<file path="config.mk">
export PLATFORM = sky130hd
export DESIGN_NAME = skf_ctrl
export DESIGN_NICKNAME = d
export VERILOG_FILES = /design/src/hw/rtl/skf_pkg.sv /design/src/hw/rtl/skf_ctrl.sv
export SDC_FILE = /design/constraint.sdc
export NUM_CORES = 1
export LEC_CHECK = 0
export ABC_AREA = 0
export BUFFER_PORTS_ARGS = -buffer_cell sky130_fd_sc_hd__buf_4
export CAP_MARGIN = 20
export CORE_AREA = 4 4 41 43
export CTS_CLUSTER_SIZE = 20
export DETAILED_ROUTE_END_ITERATION = 10
export DIE_AREA = 0 0 45 47
export HOLD_SLACK_MARGIN = 0.05
export SYNTH_ARGS = -nofsm -noshare
export SYNTH_HDL_FRONTEND = slang
export SYNTH_SLANG_ARGS = --single-unit
</file>
<file path="constraint.sdc">
create_clock -name aclk -period 1.6 [get_ports aclk]
set_input_delay 0.16 -clock aclk [delete_from_list [all_inputs] [get_ports aclk]]
set_output_delay 0.16 -clock aclk [all_outputs]
set_load 0.01 [all_outputs]
</file>
<file path="src/hw/rtl/skf_pkg.sv">
// Shared types and constants for the scalar Kalman filter.
// Holds the controller/datapath command and status structs and the register map.
// No dependencies.
`default_nettype none

package skf_pkg;

    localparam int CFG_IDX_W  = 2;
    localparam int CFG_DATA_W = 32;

    localparam logic [CFG_IDX_W-1:0] CFG_PROCESS_NOISE = 2'd0;
    localparam logic [CFG_IDX_W-1:0] CFG_MEASURE_NOISE = 2'd1;
    localparam logic [CFG_IDX_W-1:0] CFG_INITIAL_ERROR = 2'd2;

    localparam logic [31:0] PROCESS_NOISE_RST = 32'd50332;
    localparam logic [31:0] MEASURE_NOISE_RST = 32'd335544320;
    localparam logic [31:0] INITIAL_ERROR_RST = 32'd1678;

    localparam int SAMPLE_W   = 24;
    localparam int FILTERED_W = 32;
    localparam int GAIN_W     = 25;
    localparam logic [GAIN_W-1:0] ONE_Q24 = 25'h100_0000;

    localparam int DIV_REM_W  = 33;
    localparam int DIV_NUM_W  = 25;
    localparam int DIV_STEP_W = 5;
    localparam logic [DIV_STEP_W-1:0] DIV_GAIN_STEPS = 5'd25;

    typedef struct packed {
        logic load_sample;
        logic seed_start;
        logic seed_rem;
        logic seed_load;
        logic pmid_load;
        logic div_start;
        logic gain_load;
        logic mul_est;
        logic est_update;
        logic mul_cov;
        logic cov_update;
        logic out_load;
    } skf_cmd_t;

    typedef struct packed {
        logic warm_active;
        logic warm_last;
        logic div_busy;
        logic div_done;
    } skf_status_t;

endpackage

`default_nettype wire

</file>
<file path="src/hw/rtl/skf_ctrl.sv">
// Controller of the scalar Kalman filter: sequences warm-up, seeding and
// filter steps and owns both stream handshakes. Uses skf_pkg.
`default_nettype none

module skf_ctrl
    import skf_pkg::*;
(
    input  wire logic         aclk,
    input  wire logic         aresetn,
    input  wire logic         s_tvalid,
    output logic              s_tready,
    output logic              m_tvalid,
    input  wire logic         m_tready,
    output skf_cmd_t          cmd,
    input  wire skf_status_t  status
);

    localparam logic [3:0] ST_IDLE      = 4'd0;
    localparam logic [3:0] ST_SEED_GO   = 4'd1;
    localparam logic [3:0] ST_SEED_REM  = 4'd2;
    localparam logic [3:0] ST_SEED_LOAD = 4'd3;
    localparam logic [3:0] ST_PMID      = 4'd4;
    localparam logic [3:0] ST_DIV_GO    = 4'd5;
    localparam logic [3:0] ST_DIV_WAIT  = 4'd6;
    localparam logic [3:0] ST_MUL_EST   = 4'd7;
    localparam logic [3:0] ST_EST       = 4'd8;
    localparam logic [3:0] ST_MUL_COV   = 4'd9;
    localparam logic [3:0] ST_COV       = 4'd10;
    localparam logic [3:0] ST_RESULT    = 4'd11;

    logic [3:0] state_reg, state_next;
    logic       m_tvalid_reg, m_tvalid_next;
    logic       accept;

    assign s_tready = (state_reg == ST_IDLE);
    assign accept   = s_tvalid && s_tready;

    always_comb begin
        state_next = state_reg;
        cmd        = '0;
        unique case (state_reg)
            ST_IDLE: begin
                if (accept) begin
                    cmd.load_sample = 1'b1;
                    if (status.warm_last) begin
                        state_next = ST_SEED_GO;
                    end else if (status.warm_active) begin
                        state_next = ST_RESULT;
                    end else begin
                        state_next = ST_PMID;
                    end
                end
            end
            ST_SEED_GO: begin
                cmd.seed_start = 1'b1;
                state_next     = ST_SEED_REM;
            end
            ST_SEED_REM: begin
                cmd.seed_rem = 1'b1;
                state_next   = ST_SEED_LOAD;
            end
            ST_SEED_LOAD: begin
                cmd.seed_load = 1'b1;
                state_next    = ST_RESULT;
            end
            ST_PMID: begin
                cmd.pmid_load = 1'b1;
                state_next    = ST_DIV_GO;
            end
            ST_DIV_GO: begin
                cmd.div_start = 1'b1;
                state_next    = ST_DIV_WAIT;
            end
            ST_DIV_WAIT: begin
                if (status.div_done) begin
                    cmd.gain_load = 1'b1;
                    state_next    = ST_MUL_EST;
                end
            end
            ST_MUL_EST: begin
                cmd.mul_est = 1'b1;
                state_next  = ST_EST;
            end
            ST_EST: begin
                cmd.est_update = 1'b1;
                state_next     = ST_MUL_COV;
            end
            ST_MUL_COV: begin
                cmd.mul_cov = 1'b1;
                state_next  = ST_COV;
            end
            ST_COV: begin
                cmd.cov_update = 1'b1;
                state_next     = ST_RESULT;
            end
            ST_RESULT: begin
                if (!m_tvalid_reg || m_tready) begin
                    cmd.out_load = 1'b1;
                    state_next   = ST_IDLE;
                end
            end
            default: begin
                state_next = ST_IDLE;
            end
        endcase
    end

    always_comb begin
        m_tvalid_next = m_tvalid_reg;
        if (cmd.out_load) begin
            m_tvalid_next = 1'b1;
        end else if (m_tready) begin
            m_tvalid_next = 1'b0;
        end
    end

    always_ff @(posedge aclk) begin
        if (!aresetn) begin
            state_reg    <= ST_IDLE;
            m_tvalid_reg <= 1'b0;
        end else begin
            state_reg    <= state_next;
            m_tvalid_reg <= m_tvalid_next;
        end
    end

    assign m_tvalid = m_tvalid_reg;

    a_div_start_idle: assert property (@(posedge aclk) disable iff (!aresetn)
        cmd.div_start |-> !status.div_busy)
        else $error("Divider started while busy.");

    a_div_done_waited: assert property (@(posedge aclk) disable iff (!aresetn)
        status.div_done |-> (state_reg == ST_DIV_WAIT))
        else $error("Divider finished outside a wait state.");

    a_no_overwrite: assert property (@(posedge aclk) disable iff (!aresetn)
        cmd.out_load |-> (!m_tvalid_reg || m_tready))
        else $error("Output register overwritten before its transaction.");

    a_accept_leaves_idle: assert property (@(posedge aclk) disable iff (!aresetn)
        accept |=> (state_reg != ST_IDLE))
        else $error("Accepted transaction did not start processing.");

endmodule

`default_nettype wire

</file>
==> impl_metrics.ini, run 1 <==
[status]
outcome = completed

[setup_path]
cp.arrival_ns = 1.31
critPathSlowestCell = dfxtp_1
path_class = flip-flop to output port
cp_cell_sequence = inv_1, nand2_1, nor3_1, buf_4
critPathMaxStageDelay_ns = 0.54
path_max_fanout = 12
cp-start-kind = flip-flop
endpoint_kind = output port
cp_data_required_time_ns = 1.44
path_buf_inv = 2
crit_family = flip-flops

[clock_network]
hold_buffers = 0
cts_buffers = 3
clock-sinks = 5
cts_max_level = 1
cts-root-buf = clkbuf_4
ctsLongestPathBuffers = 2
clkTransAtPathRegs_ns = 0.04
cts_tree = done
clock_latency_ns = 0.24

[timing]
fin_crit_sh_pct = 91.9
tightest_slew_ns = 0.383
max_freq_mhz = 680
min_period_ns = 1.47
slew_violations = 0
slew_headroom_pct = 74.4
setup_viol = 0
skew_ns = 0.00217
rsz0062_at_grt = false
hold_viol_final = 0
setup_tns_ns = 0
timing.final.ws_setup_ns = 0.129

[drt]
firstDrtPassIters = 4
vias = 516
postRouteAntennaNets = 0
drt-total-wl_um = 1150
post_drt_via_cell_ratio = 4.96
drtIter0Drc = 5
post-route-drc-count = 0
wl_per_cell_um = 11.1

[placement]
dp_slack_ns = 0.208
dp_hpwl_um = 882
numPortBuffers = 20
place_congestion = 0.718
dpl_cell_area_um2 = 618

[yosys]
ys_seq_area_share_pct = 21.7
synthCells = 67
synth_edf_count = 0
synth.top_cell.area_share_pct = 21.7
avgSynthCellArea_um2 = 6.89
synth_largest_area_cell = dfxtp_1
synth.net_count = 75
synthFlopType = dfxtp_1
synth_common_cells = 8 x nor2_1, 8 x nor3_1, 5 x dfxtp_1, 5 x nand2_1
async_reset_ff_share_pct = 0
netlist_area_um2 = 462
yosys_warnings = 0
netlist-cell-type-count = 31
synth_area_leaders = dfxtp_1 22%, nor3_1 8.7%, nor2_1 6.5%
synth_seq_cells = 5

[die]
fp.dieArea_um2 = 2120
initial_utilization_pct = 35.5
core_area_um2 = 1300
io_pins = 22
core.rowCount = 13
die_x_um = 45
chipHeight_um = 47

[final_layout]
drive_above_1_share_pct = 32.6
largest_reg_flops = 4
layout.nets = 98
nFillCells = 144
n_antenna_cell = 0
area_delta_synth_final_pct = 39.8
finish.instance_area_um2 = 646

[grt]
grt_use_total_pct = 12.2
grt_max_degree = 16
grt_pass1_vias = 454
grt-ovfl-total = 0
antenna_found_initial = 0
grt_pass1_wl_um = 1830

[power_and_ir_drop]
power_mw = 0.676
cellPowerDensity_nw_per_um2 = 1050
p_leak_nw = 0.284
vdd_ir_drop_max_v = 0.000500

[flow_run]
cap_violations = 0

[worst_hold_path]
hold_path_class = input pin to flip-flop
worst register-to-register path: cells and delay by family (launching register included):
kind | cells | cell delay (ns)
AOI/OAI and AO/OA | 2 | 0.58
DFF | 1 | 0.54
and+or+nand+nor | 1 | 0.12
per-stage QoR:
| step | hold WS (ns) | std cells | util (%) |
|---|---|---|---|
| floorplan | 0.275 | 67 | - |
| global placement | 0.418 | 100 | 47.5 |
| detailed placement | 0.425 | 100 | 47.5 |
| CTS | 0.170 | 104 | 49.6 |
| global route | 0.174 | 104 | 49.6 |
| finish | 0.171 | 104 | 49.6 |
final cells by class:
| cell class | instances | area, um^2 | area share (%) |
|---|---|---|---|
| timing repair buffer | 25 | 188 | 29.1 |
| inverter | 3 | 11.3 | 1.74 |
| sequential | 5 | 101 | 15.7 |
| clock buffer | 4 | 26.3 | 4.07 |
| multi-input combinational | 52 | 300 | 46.5 |
| tap | 15 | 18.8 | 2.91 |
worst paths after layout:
path                                           startpoint                        end  slack, ns  cells past startpoint
worst max-delay path            state_reg[3]$_SDFFE_PN0P_                     cmd[5]       0.13                      4
worst min-delay path                              aresetn  state_reg[0]$_SDFFE_PN0P_       0.17                      3
worst max register to register  state_reg[3]$_SDFFE_PN0P_  state_reg[1]$_SDFFE_PN0P_       0.24                      3
worst min register to register      m_tvalid$_SDFFE_PN0P_      m_tvalid$_SDFFE_PN0P_       0.53                      2
per-layer routing:
layer | part of all wire, % | GRT usage, % | vias to the layer above
met5 | 0 | 0 | -
met4 | 0 | 3.51 | 0
met3 | 7.7 | 7.28 | 0
met2 | 44 | 18.1 | 17
met1 | 48 | 14.8 | 218
li1 | - | - | 281
kinds of logic (layout without fill, tap and decap cells):
family,count (synthesis),count (layout),synth area share [%]
compound gates,12,12,16.8
xor+xnor,1,1,1.90
buf+inv,10,32,13.3
flops,5,5,21.7
simple gates,39,39,46.3
cell usage in the layout, fill, tap and decap left out, drive strengths merged, types with 2 or more instances in the layout:
| cell | instances |
|---|---|
| o21ai | 4 |
| nor3 | 8 |
| clkbuf | 4 |
| a21oi | 3 |
| nand2b | 4 |
| buf | 25 |
| nand2 | 5 |
| dfxtp | 5 |
| inv | 3 |
| nor2 | 8 |
| nand3 | 2 |
power breakdown:
group	switching (mW)	total, mW	internal (mW)	leakage (nW)
Sequential	0.0398	0.187	0.147	0.0413
Combinational	0.169	0.346	0.177	0.228
Clock	0.0494	0.143	0.0941	0.0150
timing repair:
| item | 4_1_cts | 5_1_grt |
|---|---|---|
| setup endpoints to repair | 1 | 0 |
| setup buffers | 0 | 0 |
| resized for setup | 1 | 0 |
No activity file was read; power rests on OpenSTA's default activity.
==> inputs of run 2 (changes only) <==
--- a/config.mk
+++ b/config.mk
@@ -8,11 +8,14 @@
 export ABC_AREA = 0
 export BUFFER_PORTS_ARGS = -buffer_cell sky130_fd_sc_hd__buf_4
 export CAP_MARGIN = 20
-export CORE_AREA = 4 4 41 43
+export CELL_PAD_IN_SITES_DETAIL_PLACEMENT = 0
+export CELL_PAD_IN_SITES_GLOBAL_PLACEMENT = 1
+export CORE_MARGIN = 4
+export CORE_UTILIZATION = 29
 export CTS_CLUSTER_SIZE = 20
 export DETAILED_ROUTE_END_ITERATION = 10
-export DIE_AREA = 0 0 45 47
 export HOLD_SLACK_MARGIN = 0.05
+export PLACE_DENSITY_LB_ADDON = 0.1
 export SYNTH_ARGS = -nofsm -noshare
 export SYNTH_HDL_FRONTEND = slang
 export SYNTH_SLANG_ARGS = --single-unit
==> run 2 against run 1 <==
Die area is 8.5% higher. Combinational power down 4%. Worst setup slack got worse by 0.019 ns. Sequential power increased by 2%.
==> impl_metrics.ini, run 2 (same netlist as run 1, synthesis figures left out) <==
[die]
chipHeight_um = 47.9
die_x_um = 47.9
core.rowCount = 14
core_area_um2 = 1510
fp.dieArea_um2 = 2290
initial_utilization_pct = 30.6
io_pins = 22

[setup_path]
cp_cell_sequence = or2_1, nor3_1, and2_1, buf_4
crit_family = simple AND/OR/NAND/NOR gates
cp-start-kind = flip-flop
cp.arrival_ns = 1.33
cp_data_required_time_ns = 1.44
reg2reg_depth = 4
r2r-start = state_reg[1]$_SDFFE_PN0P_
critPathMaxStageDelay_ns = 0.32
endpoint_kind = output port
path_buf_inv = 1
path_class = flip-flop to output port
rrSetupSlack_ns = 0.21
critPathSlowestCell = or2_1
path_max_fanout = 7
r2r-end = state_reg[3]$_SDFFE_PN0P_

[final_layout]
finish.instance_area_um2 = 641
regArea_um2 = 103
drive_above_1_share_pct = 33.0
n_antenna_cell = 0
layout.nets = 97
nFillCells = 178
area_delta_synth_final_pct = 38.8
largest_reg_flops = 4
final_common_cell = buf_4
layout_common_cells = 24 x buf_4, 8 x nor2_1, 8 x nor3_1
multi_input_area_um2 = 300

[grt]
grt_use_total_pct = 12.8
antenna_found_initial = 0
grt_max_degree = 17
grt_pass1_vias = 475
grt_pass1_wl_um = 2010
grt-ovfl-total = 0

[clock_network]
cts_setup_buffers = 0
cts-root-buf = clkbuf_4
clkTransAtPathRegs_ns = 0.04
cts_buffers = 3
cts_tree = done
clock_latency_ns = 0.24
cts_max_level = 1
clock-sinks = 5
ctsLongestPathBuffers = 2

[timing]
max_freq_mhz = 671
fin_crit_sh_pct = 93.1
hold_viol_final = 0
tightest_slew_ns = 0.325
setup_viol = 0
setup_tns_ns = 0
skew_ns = 0.00267
slew_violations = 0
rsz0062_at_grt = false
slew_headroom_pct = 78.0
holdWs_ns = 0.169
min_period_ns = 1.49

[power_and_ir_drop]
cellPowerDensity_nw_per_um2 = 1050
vdd_ir_drop_max_v = 0.000649
p_leak_nw = 0.279
power_mw = 0.673

[worst_hold_path]
hold_path_class = input pin to flip-flop
holdPathStages = 3
hp-start = aresetn
min_to = state_reg[0]$_SDFFE_PN0P_

[placement]
place_congestion = 0.729
dpl_cell_area_um2 = 612
numPortBuffers = 20
dp_hpwl_um = 947

[drt]
post-route-drc-count = 0
post_drt_via_cell_ratio = 5.32
postRouteAntennaNets = 0
vias = 553
drt-total-wl_um = 1300
firstDrtPassIters = 2
drtIter0Drc = 8
wl_per_cell_um = 12.5

[flow_run]
cap_violations = 0

[status]
outcome = completed
## run 2: worst max path at each step
stage,start,end,cells after the start
floorplan,state_reg[2]$_SDFFE_PN0P_,cmd[11],5
global placement,state_reg[1]$_SDFFE_PN0P_,state_reg[3]$_SDFFE_PN0P_,4
detailed placement,state_reg[1]$_SDFFE_PN0P_,state_reg[3]$_SDFFE_PN0P_,4
CTS,state_reg[3]$_SDFFE_PN0P_,cmd[5],4
global route,state_reg[2]$_SDFFE_PN0P_,cmd[11],4
finish,state_reg[2]$_SDFFE_PN0P_,cmd[11],4
## run 2: per-stage QoR
step / setup WS, ns / cells / utilization (%)
after floorplan: 0.159 / 67 / -
after global placement: 0.145 / 100 / 40.6
after detailed placement: 0.131 / 100 / 40.6
after CTS: 0.0745 / 104 / 42.4
after global routing: 0.0102 / 104 / 42.5
final: 0.110 / 104 / 42.5
## run 2: power by group
group | total, mW | switching [mW] | leakage [nW] | internal [mW]
Combinational | 0.333 | 0.166 | 0.223 | 0.167
Clock | 0.149 | 0.0544 | 0.0150 | 0.0944
Sequential | 0.191 | 0.0430 | 0.0417 | 0.148
Total | 0.673 | 0.264 | 0.279 | 0.409
## run 2: layer usage
metal | global-route usage [%] | part of all wire (%)
met2 | 20.3 | 48
met3 | 6.77 | 6.0
met1 | 15.2 | 45
met5 | 0 | 0
met4 | 3.23 | 1.3
## run 2: timing repair
action | CTS | global route
gates resized for setup | 1 | 1
hold buffers | 0 | 0
endpoints found under the setup margin | 2 | 4
## run 2: final cells by class
class                   instances  area share, %
repair buffers                 24           28.1
inverters                       3           1.76
clock buffers                   4           4.10
flip-flops and latches          5           16.0
well taps                      16           3.13
multi-input cells              52           46.9
## run 2: worst reg2reg max path, stage by stage (launching register included)
cell      delay [ns]
dfxtp_2         0.40
or3b_1          0.39
a221oi_1        0.30
o31ai_1         0.11
a21oi_1         0.11
